===== src/rtl/core/kmcq_pkg.sv =====
// kmcq_pkg: shared types, codes and helpers of the k-means color quantizer
// no dependencies; compiled before every other file of the block
`default_nettype none

package kmcq_pkg;

  localparam int unsigned CMD_W       = 2;
  localparam int unsigned IDX_W       = 4;
  localparam int unsigned CH_W        = 8;
  localparam int unsigned NUM_CH      = 3;
  localparam int unsigned DIST_W      = 18;
  localparam int unsigned MAX_RESULTS = 12;
  localparam int unsigned QUO_STEPS   = 8;

  localparam logic [CH_W-1:0] ALPHA_OPAQUE = 8'hFF;
  localparam logic [CH_W-1:0] ALPHA_CLEAR  = 8'h00;

  typedef enum logic [CMD_W-1:0] {
    CMD_LOAD   = 2'd0,
    CMD_ACCUM  = 2'd1,
    CMD_FINISH = 2'd2,
    CMD_MAP    = 2'd3
  } cmd_e;

  // channel 0 is red in bits 7..0, channel 2 is blue
  typedef struct packed {
    logic                         alpha;
    logic [NUM_CH-1:0][CH_W-1:0]  col;
  } mean_t;

  function automatic logic [2*CH_W-1:0] sq_diff(input logic [CH_W-1:0] a,
                                                input logic [CH_W-1:0] b);
    logic [CH_W-1:0] d;
    d = (a > b) ? (a - b) : (b - a);
    return d * d;
  endfunction

endpackage

`default_nettype wire


===== src/rtl/core/kmcq_in_if.sv =====
// kmcq_in_if: command channel of the k-means color quantizer
// depends on kmcq_pkg for field widths
`default_nettype none

interface kmcq_in_if;
  import kmcq_pkg::*;

  logic             valid;
  logic             ready;
  logic [CMD_W-1:0] command;
  logic [IDX_W-1:0] mean_index;
  logic [CH_W-1:0]  red;
  logic [CH_W-1:0]  green;
  logic [CH_W-1:0]  blue;

  modport source (output valid, command, mean_index, red, green, blue, input ready);
  modport sink   (input valid, command, mean_index, red, green, blue, output ready);
endinterface

`default_nettype wire


===== src/rtl/core/kmcq_out_if.sv =====
// kmcq_out_if: result channel of the k-means color quantizer
// depends on kmcq_pkg for field widths
`default_nettype none

interface kmcq_out_if;
  import kmcq_pkg::*;

  logic             valid;
  logic             ready;
  logic [IDX_W-1:0] cluster_index;
  logic [CH_W-1:0]  out_red;
  logic [CH_W-1:0]  out_green;
  logic [CH_W-1:0]  out_blue;
  logic [CH_W-1:0]  out_alpha;
  logic             last;

  modport source (output valid, cluster_index, out_red, out_green, out_blue, out_alpha,
                  last, input ready);
  modport sink   (input valid, cluster_index, out_red, out_green, out_blue, out_alpha,
                  last, output ready);
endinterface

`default_nettype wire


===== src/rtl/core/kmeans_color_quantizer.sv =====
// kmeans_color_quantizer: one k-means pass engine for rgb color quantization
// depends on kmcq_pkg, kmcq_in_if and kmcq_out_if
//
// One command is taken at a time. A load writes the mean memory from the idle
// state. Accumulate and map scan the mean memory one entry per cycle through
// a three-stage read, distance and compare pipeline; accumulate then reads
// and writes back the accumulator of the nearest mean, and both emit one
// result before the next command can enter. Finish walks the accumulator
// memory one cluster at a time: read, load, the bit-serial divider that forms
// all three channel averages together (skipped for an empty cluster), write.
// Results sit in an output register, so a stalled result channel delays the
// block only when a second result is due. Means and accumulators reset to zero
// through per-entry valid bits, with no clearing pass.
`default_nettype none

module kmeans_color_quantizer #(
  parameter int unsigned NUM_MEANS  = 12,
  parameter int unsigned COUNT_BITS = 20
) (
  input  logic              clk_i,
  input  logic              rst_ni,
  kmcq_in_if.sink           in_i,
  kmcq_out_if.source        out_o
);
  import kmcq_pkg::*;

  localparam int unsigned ADDR_W = $clog2(NUM_MEANS);
  localparam int unsigned CNT_W  = $clog2(NUM_MEANS + 1);
  localparam int unsigned SUM_W  = COUNT_BITS + CH_W;
  localparam int unsigned SHOWN  = (NUM_MEANS < MAX_RESULTS) ? NUM_MEANS : MAX_RESULTS;
  localparam logic [ADDR_W-1:0]     LAST_IDX  = ADDR_W'(NUM_MEANS - 1);
  localparam logic [ADDR_W-1:0]     SHOWN_END = ADDR_W'(SHOWN - 1);
  localparam logic [COUNT_BITS-1:0] COUNT_MAX = '1;

  typedef struct packed {
    logic [COUNT_BITS-1:0]          count;
    logic [NUM_CH-1:0][SUM_W-1:0]   sum;
  } acc_t;

  typedef enum logic [8:0] {
    S_IDLE    = 9'b000000001,
    S_SRCH    = 9'b000000010,
    S_ACC_RD  = 9'b000000100,
    S_ACC_WR  = 9'b000001000,
    S_EMIT    = 9'b000010000,
    S_FIN_RD  = 9'b000100000,
    S_FIN_LD  = 9'b001000000,
    S_FIN_DIV = 9'b010000000,
    S_FIN_WR  = 9'b100000000
  } state_e;

  state_e state_q, state_d;

  logic                        in_fire;
  logic                        out_free;
  cmd_e                        cmd_q;
  logic [NUM_CH-1:0][CH_W-1:0] pix_q;

  // mean memory
  mean_t                 mean_mem [NUM_MEANS];
  logic [NUM_MEANS-1:0]  mean_vld_q;
  mean_t                 mean_rdata_q;
  logic                  mean_rvld_q;
  logic [ADDR_W-1:0]     mean_raddr;
  logic                  mean_we;
  logic [ADDR_W-1:0]     mean_waddr;
  mean_t                 mean_wdata;

  // accumulator memory
  acc_t                  acc_mem [NUM_MEANS];
  logic [NUM_MEANS-1:0]  acc_vld_q;
  acc_t                  acc_rdata_q;
  logic                  acc_rvld_q;
  logic [ADDR_W-1:0]     acc_raddr;
  acc_t                  acc_cur;
  acc_t                  acc_nxt;
  logic                  acc_we;
  logic                  acc_clr;

  // search pipeline
  logic [CNT_W-1:0]      issue_cnt_q, issue_cnt_d;
  logic                  issue_act;
  logic                  p1_vld_q;
  logic [ADDR_W-1:0]     p1_idx_q;
  logic                  p2_vld_q;
  logic [ADDR_W-1:0]     p2_idx_q;
  logic [DIST_W-1:0]     p2_dist_q;
  mean_t                 p2_mean_q;
  mean_t                 p1_mean;
  logic [DIST_W-1:0]     p1_dist;
  logic [ADDR_W-1:0]     best_idx_q;
  logic [DIST_W-1:0]     best_dist_q;
  mean_t                 best_mean_q;
  logic                  srch_done;

  // finish sweep and divider
  logic [ADDR_W-1:0]           fin_idx_q, fin_idx_d;
  logic                        fin_show;
  logic                        fin_nz_q;
  logic [SUM_W-1:0]            dsr_q;
  logic [NUM_CH-1:0][SUM_W-1:0] rem_q;
  logic [NUM_CH-1:0][CH_W-1:0] quo_q;
  logic [2:0]                  step_q;

  // output register
  logic                  out_vld_q, out_vld_d;
  logic                  out_load;
  logic [ADDR_W-1:0]     out_src_idx;
  mean_t                 out_src_mean;
  logic                  out_src_last;
  logic [IDX_W-1:0]      out_idx_q;
  mean_t                 out_mean_q;
  logic                  out_last_q;

  assign in_i.ready = (state_q == S_IDLE);
  assign in_fire    = in_i.valid && in_i.ready;
  assign out_free   = !out_vld_q || out_o.ready;

  assign issue_act  = (state_q == S_SRCH) && (issue_cnt_q < CNT_W'(NUM_MEANS));
  assign mean_raddr = issue_cnt_q[ADDR_W-1:0];
  assign srch_done  = p2_vld_q && (p2_idx_q == LAST_IDX);

  assign acc_raddr  = (state_q == S_ACC_RD) ? best_idx_q : fin_idx_q;
  assign acc_cur    = acc_rvld_q ? acc_rdata_q : '0;
  assign fin_show   = (fin_idx_q <= SHOWN_END);

  always_comb begin
    acc_nxt.count = acc_cur.count + COUNT_BITS'(1);
    for (int c = 0; c < NUM_CH; c++) begin
      acc_nxt.sum[c] = acc_cur.sum[c] + SUM_W'(pix_q[c]);
    end
  end

  always_comb begin
    p1_mean = mean_rvld_q ? mean_rdata_q : '0;
    p1_dist = '0;
    for (int c = 0; c < NUM_CH; c++) begin
      p1_dist = p1_dist + DIST_W'(sq_diff(pix_q[c], p1_mean.col[c]));
    end
  end

  always_comb begin
    state_d      = state_q;
    issue_cnt_d  = issue_act ? issue_cnt_q + CNT_W'(1) : issue_cnt_q;
    fin_idx_d    = fin_idx_q;
    mean_we      = 1'b0;
    mean_waddr   = fin_idx_q;
    mean_wdata   = '0;
    mean_wdata.alpha = fin_nz_q;
    mean_wdata.col   = quo_q;
    acc_we       = 1'b0;
    acc_clr      = 1'b0;
    out_load     = 1'b0;
    out_src_idx  = best_idx_q;
    out_src_mean = best_mean_q;
    out_src_last = 1'b1;
    case (state_q)
      S_IDLE: begin
        issue_cnt_d = '0;
        fin_idx_d   = '0;
        if (in_fire) begin
          case (cmd_e'(in_i.command))
            CMD_LOAD: begin
              if (32'(in_i.mean_index) < NUM_MEANS) begin
                mean_we          = 1'b1;
                mean_waddr       = ADDR_W'(in_i.mean_index);
                mean_wdata.alpha = 1'b1;
                mean_wdata.col   = {in_i.blue, in_i.green, in_i.red};
              end
            end
            CMD_FINISH: state_d = S_FIN_RD;
            default:    state_d = S_SRCH;
          endcase
        end
      end
      S_SRCH: begin
        if (srch_done) begin
          state_d = (cmd_q == CMD_ACCUM) ? S_ACC_RD : S_EMIT;
        end
      end
      S_ACC_RD: state_d = S_ACC_WR;
      S_ACC_WR: begin
        acc_we  = (acc_cur.count != COUNT_MAX);
        state_d = S_EMIT;
      end
      S_EMIT: begin
        if (out_free) begin
          out_load = 1'b1;
          state_d  = S_IDLE;
        end
      end
      S_FIN_RD: state_d = S_FIN_LD;
      S_FIN_LD: state_d = (acc_cur.count == '0) ? S_FIN_WR : S_FIN_DIV;
      S_FIN_DIV: begin
        if (step_q == 3'(QUO_STEPS - 1)) begin
          state_d = S_FIN_WR;
        end
      end
      S_FIN_WR: begin
        out_src_idx  = fin_idx_q;
        out_src_mean = mean_wdata;
        out_src_last = (fin_idx_q == SHOWN_END);
        if (!fin_show || out_free) begin
          mean_we  = 1'b1;
          acc_clr  = 1'b1;
          out_load = fin_show;
          if (fin_idx_q == LAST_IDX) begin
            state_d = S_IDLE;
          end else begin
            fin_idx_d = fin_idx_q + ADDR_W'(1);
            state_d   = S_FIN_RD;
          end
        end
      end
      default: state_d = S_IDLE;
    endcase
  end

  assign out_vld_d = out_load || (out_vld_q && !out_o.ready);

  // control state
  always_ff @(posedge clk_i or negedge rst_ni) begin
    if (!rst_ni) begin
      state_q     <= S_IDLE;
      issue_cnt_q <= '0;
      fin_idx_q   <= '0;
      p1_vld_q    <= 1'b0;
      p2_vld_q    <= 1'b0;
      mean_vld_q  <= '0;
      mean_rvld_q <= 1'b0;
      acc_vld_q   <= '0;
      acc_rvld_q  <= 1'b0;
      out_vld_q   <= 1'b0;
    end else begin
      state_q     <= state_d;
      issue_cnt_q <= issue_cnt_d;
      fin_idx_q   <= fin_idx_d;
      p1_vld_q    <= issue_act;
      p2_vld_q    <= p1_vld_q;
      mean_rvld_q <= mean_vld_q[mean_raddr];
      acc_rvld_q  <= acc_vld_q[acc_raddr];
      out_vld_q   <= out_vld_d;
      if (mean_we) begin
        mean_vld_q[mean_waddr] <= 1'b1;
      end
      if (acc_we) begin
        acc_vld_q[best_idx_q] <= 1'b1;
      end
      if (acc_clr) begin
        acc_vld_q[fin_idx_q] <= 1'b0;
      end
    end
  end

  // memories
  always_ff @(posedge clk_i) begin
    if (mean_we) begin
      mean_mem[mean_waddr] <= mean_wdata;
    end
    mean_rdata_q <= mean_mem[mean_raddr];
  end

  always_ff @(posedge clk_i) begin
    if (acc_we) begin
      acc_mem[best_idx_q] <= acc_nxt;
    end
    acc_rdata_q <= acc_mem[acc_raddr];
  end

  // datapath
  always_ff @(posedge clk_i) begin
    if (in_fire) begin
      cmd_q       <= cmd_e'(in_i.command);
      pix_q       <= {in_i.blue, in_i.green, in_i.red};
      best_dist_q <= '1;
    end else if (p2_vld_q && (p2_dist_q < best_dist_q)) begin
      best_dist_q <= p2_dist_q;
      best_idx_q  <= p2_idx_q;
      best_mean_q <= p2_mean_q;
    end
    p1_idx_q  <= mean_raddr;
    p2_idx_q  <= p1_idx_q;
    p2_dist_q <= p1_dist;
    p2_mean_q <= p1_mean;

    case (state_q)
      S_FIN_LD: begin
        dsr_q    <= {1'b0, acc_cur.count, 7'b0};
        rem_q    <= acc_cur.sum;
        quo_q    <= '0;
        step_q   <= '0;
        fin_nz_q <= (acc_cur.count != '0);
      end
      S_FIN_DIV: begin
        for (int c = 0; c < NUM_CH; c++) begin
          if (rem_q[c] >= dsr_q) begin
            rem_q[c] <= rem_q[c] - dsr_q;
            quo_q[c] <= {quo_q[c][CH_W-2:0], 1'b1};
          end else begin
            quo_q[c] <= {quo_q[c][CH_W-2:0], 1'b0};
          end
        end
        dsr_q  <= dsr_q >> 1;
        step_q <= step_q + 3'd1;
      end
      default: ;
    endcase

    if (out_load) begin
      out_idx_q  <= IDX_W'(out_src_idx);
      out_mean_q <= out_src_mean;
      out_last_q <= out_src_last;
    end
  end

  assign out_o.valid         = out_vld_q;
  assign out_o.cluster_index = out_idx_q;
  assign out_o.out_red       = out_mean_q.col[0];
  assign out_o.out_green     = out_mean_q.col[1];
  assign out_o.out_blue      = out_mean_q.col[2];
  assign out_o.out_alpha     = out_mean_q.alpha ? ALPHA_OPAQUE : ALPHA_CLEAR;
  assign out_o.last          = out_last_q;

endmodule

`default_nettype wire


===== src/flat_wrapper.sv =====
// flat-port wrapper written by rule: the top's interface ports become plain ports
module kmeans_color_quantizer_flat import kmcq_pkg::*;
#(
  parameter int unsigned NUM_MEANS  = 12,
  parameter int unsigned COUNT_BITS = 20
)
  (clk_i, rst_ni, in_i_valid, in_i_command, in_i_mean_index, in_i_red, in_i_green, in_i_blue, in_i_ready, out_o_valid, out_o_cluster_index, out_o_out_red, out_o_out_green, out_o_out_blue, out_o_out_alpha, out_o_last, out_o_ready);
  kmcq_in_if in_i_i ();
  kmcq_out_if out_o_i ();
  input  logic clk_i;
  input  logic rst_ni;
  input wire logic [$bits(in_i_i.valid)-1:0] in_i_valid;
  input wire logic [$bits(in_i_i.command)-1:0] in_i_command;
  input wire logic [$bits(in_i_i.mean_index)-1:0] in_i_mean_index;
  input wire logic [$bits(in_i_i.red)-1:0] in_i_red;
  input wire logic [$bits(in_i_i.green)-1:0] in_i_green;
  input wire logic [$bits(in_i_i.blue)-1:0] in_i_blue;
  output wire logic [$bits(in_i_i.ready)-1:0] in_i_ready;
  output wire logic [$bits(out_o_i.valid)-1:0] out_o_valid;
  output wire logic [$bits(out_o_i.cluster_index)-1:0] out_o_cluster_index;
  output wire logic [$bits(out_o_i.out_red)-1:0] out_o_out_red;
  output wire logic [$bits(out_o_i.out_green)-1:0] out_o_out_green;
  output wire logic [$bits(out_o_i.out_blue)-1:0] out_o_out_blue;
  output wire logic [$bits(out_o_i.out_alpha)-1:0] out_o_out_alpha;
  output wire logic [$bits(out_o_i.last)-1:0] out_o_last;
  input wire logic [$bits(out_o_i.ready)-1:0] out_o_ready;
  assign in_i_i.valid = in_i_valid;
  assign in_i_i.command = in_i_command;
  assign in_i_i.mean_index = in_i_mean_index;
  assign in_i_i.red = in_i_red;
  assign in_i_i.green = in_i_green;
  assign in_i_i.blue = in_i_blue;
  assign in_i_ready = in_i_i.ready;
  assign out_o_valid = out_o_i.valid;
  assign out_o_cluster_index = out_o_i.cluster_index;
  assign out_o_out_red = out_o_i.out_red;
  assign out_o_out_green = out_o_i.out_green;
  assign out_o_out_blue = out_o_i.out_blue;
  assign out_o_out_alpha = out_o_i.out_alpha;
  assign out_o_last = out_o_i.last;
  assign out_o_i.ready = out_o_ready;
  kmeans_color_quantizer #(.NUM_MEANS(NUM_MEANS), .COUNT_BITS(COUNT_BITS)) u_core (.clk_i(clk_i), .rst_ni(rst_ni), .in_i(in_i_i), .out_o(out_o_i));
endmodule

===== config.mk =====
export PLATFORM = sky130hd
export DESIGN_NAME = kmeans_color_quantizer_flat
export DESIGN_NICKNAME = d
export VERILOG_FILES = /design/src/rtl/core/kmcq_pkg.sv /design/src/rtl/core/kmcq_in_if.sv /design/src/rtl/core/kmcq_out_if.sv /design/src/rtl/core/kmeans_color_quantizer.sv /design/src/flat_wrapper.sv
export SDC_FILE = /design/constraint.sdc
export NUM_CORES = 2
export LEC_CHECK = 0
export BUFFER_PORTS_ARGS = -buffer_cell sky130_fd_sc_hd__buf_2
export CAP_MARGIN = 20
export CORE_ASPECT_RATIO = 0.8
export CORE_MARGIN = 8
export CORE_UTILIZATION = 45
export CTS_BUF_LIST = sky130_fd_sc_hd__clkbuf_4
export DETAILED_ROUTE_END_ITERATION = 10
export GPL_TIMING_DRIVEN = 1
export SETUP_SLACK_MARGIN = 0.3
export SLEW_MARGIN = 10
export SYNTH_ARGS = -nofsm -noshare
export SYNTH_HDL_FRONTEND = slang
export SYNTH_SLANG_ARGS = --single-unit

===== constraint.sdc =====
create_clock -name clk_i -period 30.4 [get_ports clk_i]
set_input_delay 3.04 -clock clk_i [delete_from_list [all_inputs] [get_ports clk_i]]
set_output_delay 3.04 -clock clk_i [all_outputs]
set_load 0.01 [all_outputs]

Word-level counts from Yosys, hierarchy flattened

Memories as Yosys holds them, arrays and structs flattened. A register that Yosys moved wholly into a read port is not among the register bits.
Index checks and enable logic that the tools add are counted.

Register bits: 340
Bits in writable memories: 1548
Output and inout bits: 39
Word-level logic and storage cells: 207
Memories kept: 2

Add/sub/neg operators: 18
Multipliers: 3
Order comparisons: 18
Equal/unequal tests: 25
Multiplexer cells: 68
Bitwise gates (word level): 5
Reduce and logical (&&, ||, !) cells: 26

Memories:

| memory          | words | bits a word | rd ports | clocked after Yosys merged registers in | write ports | RTL line                     | text |
|---|---|---|---|---|---|---|---|
| u_core.acc_mem  | 12    | 104         | 1        | 1                                       | 1           | kmeans_color_quantizer.sv:70 | `acc_t acc_mem [NUM_MEANS];` |
| u_core.mean_mem | 12    | 25          | 1        | 1                                       | 1           | kmeans_color_quantizer.sv:60 | `mean_t mean_mem [NUM_MEANS];` |

Operators with widths:

| cell                                                                         | number |
|---|---|
| 84-bit case mux with 2 select lines                                          | 1 |
| 25-bit 2-to-1 mux                                                            | 5 |
| 104-bit 2-to-1 mux                                                           | 1 |
| 28-bit by 8-bit adder with 28-bit output                                     | 3 |
| 28-bit greater-or-equal comparator                                           | 3 |
| 28-bit 2-to-1 mux                                                            | 3 |
| 28-bit subtractor                                                            | 3 |
| 9-bit case mux with 9 select lines                                           | 1 |
| 28-bit case mux with 2 select lines                                          | 1 |
| 9-bit 2-to-1 mux                                                             | 6 |
| 8-bit by 8-bit multiplier with 16-bit output                                 | 3 |
| 24-bit case mux with 2 select lines                                          | 1 |
| 8-bit subtractor                                                             | 6 |
| 4-bit 2-to-1 mux                                                             | 10 |
| 8-bit 2-to-1 mux                                                             | 4 |
| 4-bit by 5-bit less-than comparator with 1-bit output, second input constant | 5 |
| 8-bit greater-than comparator                                                | 3 |
| 12-bit 2-to-1 mux                                                            | 2 |
| 24-bit 2-to-1 mux                                                            | 1 |
| 12-bit bitwise OR                                                            | 2 |
| 20-bit by 1-bit adder with 20-bit output, second input constant              | 1 |
| 20-bit zero test                                                             | 1 |
| 1-bit 2-to-1 mux                                                             | 20 |
| 20-bit inequality test, second input constant                                | 1 |
| other kinds (43)                                                             | 76 |

Logic depth before layout (Yosys ltp)

Depth after elaboration: 10
Depth in mapped cells: 46

Least setup slack after synthesis

No wires, ideal clock.

Path type: reg2reg
From: reg u_core.mean_rvld_q
To: reg u_core.p2_dist_q[17]
Library setup time: 0.118 ns
Arrival time: 10.648 ns
Data required time: 30.282 ns
Setup slack: 19.634 ns
Stages on the path, launching flop included: 46
Path buffers: 2
Clock period less this slack: 10.766 ns
Cells stage by stage: dfrtp_1 > clkbuf_1 > clkbuf_1 > nand2_1 > inv_1 > ha_1 > inv_1 > fa_1 > a21o_1 > a21oi_1 > o21a_1 > o21ai_2 > mux2i_1 > o21ai_1 > a21oi_2 > xnor2_1 > nand2_1 > fa_1 > (+10 left out) > o21ai_0 > xor2_1 > fa_1 > inv_1 > fa_1 > inv_1 > fa_1 > inv_1 > fa_1 > inv_1 > ha_1 > a21boi_0 > o21ai_0 > a211oi_1 > nor3_1 > o41ai_1 > a21oi_1 > xnor2_1

RTL lines:

| item                   | RTL line                      | text |
|---|---|---|
| start, declared        | kmeans_color_quantizer.sv:63  | `logic mean_rvld_q;` |
| start signal, assigned | kmeans_color_quantizer.sv:240 | `mean_rvld_q <= mean_vld_q[mean_raddr];` |
| end signal, assigned   | kmeans_color_quantizer.sv:283 | `p2_dist_q <= p1_dist;` |
| end, declared          | kmeans_color_quantizer.sv:87  | `logic [DIST_W-1:0] p2_dist_q;` |

==> metrics.csv <==
metric,value,unit
"commonest cells after routing, fill and taps aside","edfxtp_1 (1772), nand2_1 (1128), clkbuf_4 (766)",
overall die height,416.1,um
detail-routed via count per cell,5.552,
standard cell with the maximum stage delay on the critical path,fa_1,
unrepaired setup endpoints after global routing,false,
top-area cell type share of the netlist area,0.5911,
I/O Buffers,72,
Clock Path Buffers,4,
result of the run,"finished, final reports clean",
detailed placement HPWL,135400,um
"setup slack, reg-to-reg",18.65,ns
Hold Worst Slack,0.2736,ns
post-route clock skew,0.1743,ns
number of endpoints with negative hold slack in the final report,0,
clock latency on the worst-skew pair,1.42,ns
yosys synthesis warning count,0,
synthesized instance count,6737,
endpoint required time on the critical path,31.55,ns
worst min-delay path class,flop to flop,
cell area after technology mapping,90020,sq um
worst setup path category,flop to flop,
CP peak stage delay,0.56,ns
transition time at the pin with the least slew margin,1.131,ns
overall routing resource usage,0.2107,
number of flops mapped to enable cells by yosys,1772,
layout overhead on the synthesized area,10.88,%
max cap viols,0,
pin count of the biggest net entering global routing,152,
endpoint arrival time on the critical path,12.90,ns
Seq cells post-synth,2016,
buffering stage count on the worst path with inverters included,11,
final wirelength,231500,um
"most common cell after layout, fill and taps aside",edfxtp_1,
via count of the first global-routing pass,56018,
Hold Crit Start,u_core.p1_idx_q[0],
initial antenna violation count,12,
depth of the CTS H-tree,5,
crit path time final,11.75,ns
number of core rows,147,
placed insts,9269,
wire length of the first global-routing pass,348700,um
final total negative setup slack,0,ns
number of nets produced by synthesis,7167,
Routed wire per std cell,22.73,um
effective utilization at floorplan,0.4507,
startpoint of the worst-slack reg-to-reg timing path,u_core.mean_rvld_q,
DR iter-0 viols,5368,
critical-path maximum fanout,25,
DIE AREA,214700,sq um
cell family with most CP delay,adder cells,
NumNets Final,7515,
per-instance average area after synthesis,13.36,sq um
biggest area contributors in the synthesized netlist,"edfxtp_1 (59%), nand2_1 (4.7%), mux4_2 (4.6%), dfxtp_1 (4.4%), ha_1 (3.7%)",
FF-to-FF path depth,44,
Final period util,0.3866,
"Gates resized, CTS repair",0,
Residual DRC,0,
WHS Endpoint,u_core.p2_idx_q[0],
Critical Path Start Type,flop,
primary flip-flop cell chosen by synthesis mapping,edfxtp_1,
root cell of the clock tree,clkbuf_4,
nature of the critical path endpoint,flop,
total number of vias,56560,
die width,516.1,um
number of distinct library cells after synthesis,88,
sinks on the clock net,2016,
top-level I/O count,73,
weighted congestion reported at the end of routability-driven placement,0.9083,
setup violators final,0,
Most Frequent Cell on Critical Path,fa_1,
GR Overflow Total,0,
Detail Route Antenna Nets,0,
Non-Filler Instances,10187,
final count of pins violating max slew,0,
share of final-layout standard cells stronger than drive strength 1,0.1732,
maximum frequency from static timing analysis,85.09,MHz
sequential cell area fraction in the yosys report,0.6479,
Core ar.,199700,sq um
WHS Path Cells,0,
number of search-and-repair iterations in the first detailed-routing pass,6,
share of async-settable or async-resettable flops after synthesis,0.02282,
TritonCTS clock tree,done,
cell taking the most area after synthesis,edfxtp_1,
Max-Slew Margin vs Limit,0.2310,
hold buffers post-CTS,0,
CTS clock-pin slew for the worst setup and hold paths,0.07,ns
Crit Reg-Reg Endpoint,u_core.p2_dist_q[17],
Inserted Clock Buffers,496,
number of setup buffers added after CTS,0,
==> layer usage <==
| layer | part of all wire | global-route usage |
|---|---|---|
| met1 | 0.46 | 0.3188 |
| met2 | 0.44 | 0.3163 |
| met3 | 0.078 | 0.03646 |
| met4 | 0.020 | 0.05495 |
| met5 | 0 | 0 |
==> metrics by stage <==
step	setup WS, ns	area [sq um]	util
after global routing	18.04	99810	0.4997
final	18.65	99820	0.4997
after detailed placement	18.83	93370	0.4674
after CTS	18.70	99790	0.4996
after floorplan	19.63	90020	-
after global placement	18.83	93320	0.4672
==> area by class of cell <==
type                            instances  area [sq um]
Antenna cell                           11         27.53
Clock buffer                          766          5751
Clock inverter                        141         669.4
Fill cell                           17511         99930
Inverter                              349          1311
Multi-Input combinational cell       4048         29180
Sequential cell                      2016         58340
Tap cell                             2682          3356
Timing Repair Buffer                  174          1181
==> state kept, by name (all words and copies together) (netlist names), 9 cells and up <==
name / count
u_core.state_q: 9
u_core.quo_q: 24
u_core.p2_dist_q: 18
u_core.acc_mem: 1248
u_core.pix_q: 24
u_core.rem_q: 84
u_core.dsr_q: 27
u_core.mean_mem: 300
u_core.best_mean_q: 25
u_core.acc_rdata_q: 104
u_core.p2_mean_q: 25
u_core.best_dist_q: 18
u_core.mean_vld_q: 12
u_core.acc_vld_q: 12
u_core.mean_rdata_q: 25
==> synth_stat cells, types with 27 or more instances <==
library cell,number
buf_1,34
o211ai_1,29
edfxtp_1,1772
inv_1,346
dfrtp_1,45
xor2_1,68
nand3_1,325
a21oi_1,254
mux2_2,37
nand4_1,37
o21ai_0,207
clkbuf_1,162
a311oi_1,106
nor3_1,37
nand2_1,1129
fa_1,128
ha_1,268
mux2i_1,59
mux4_2,185
nand2b_1,28
and2_1,68
and3_1,136
dfxtp_1,198
buf_2,99
or2_2,27
a31oi_1,126
nor2b_1,28
nor2_1,339
a21o_1,76
xnor2_1,126
==> logic make-up (layout without fill, tap and decap cells) <==
group,Yosys count,after routing,share of synthesized area
simple gates,2214,2214,0.1091
buf+inv,673,1430,0.03087
other cells,0,11,0
compound gates,941,941,0.06670
flops,2016,2016,0.6479
fa+ha+maj,396,396,0.06571
mux,301,301,0.06043
xor+xnor,196,196,0.01924
==> how the worst max path moves through the flow <==
stage | start | end | slack, ns | cells after the start
2_1_floorplan | u_core.mean_rvld_q | u_core.p2_dist_q[17] | 19.63 | 45
3_3_place_gp | u_core.mean_rvld_q | u_core.p2_dist_q[17] | 18.83 | 44
5_1_grt | u_core.mean_rvld_q | u_core.p2_dist_q[17] | 18.04 | 44
6_report | u_core.mean_rvld_q | u_core.p2_dist_q[17] | 18.65 | 44
4_1_cts | u_core.mean_rvld_q | u_core.p2_dist_q[17] | 18.70 | 44
3_5_place_dp | u_core.mean_rvld_q | u_core.p2_dist_q[17] | 18.83 | 44
Power is left out: the tool's default activity adds up to more than one toggle a clock period on the data nets, which glitch-free logic cannot reach.
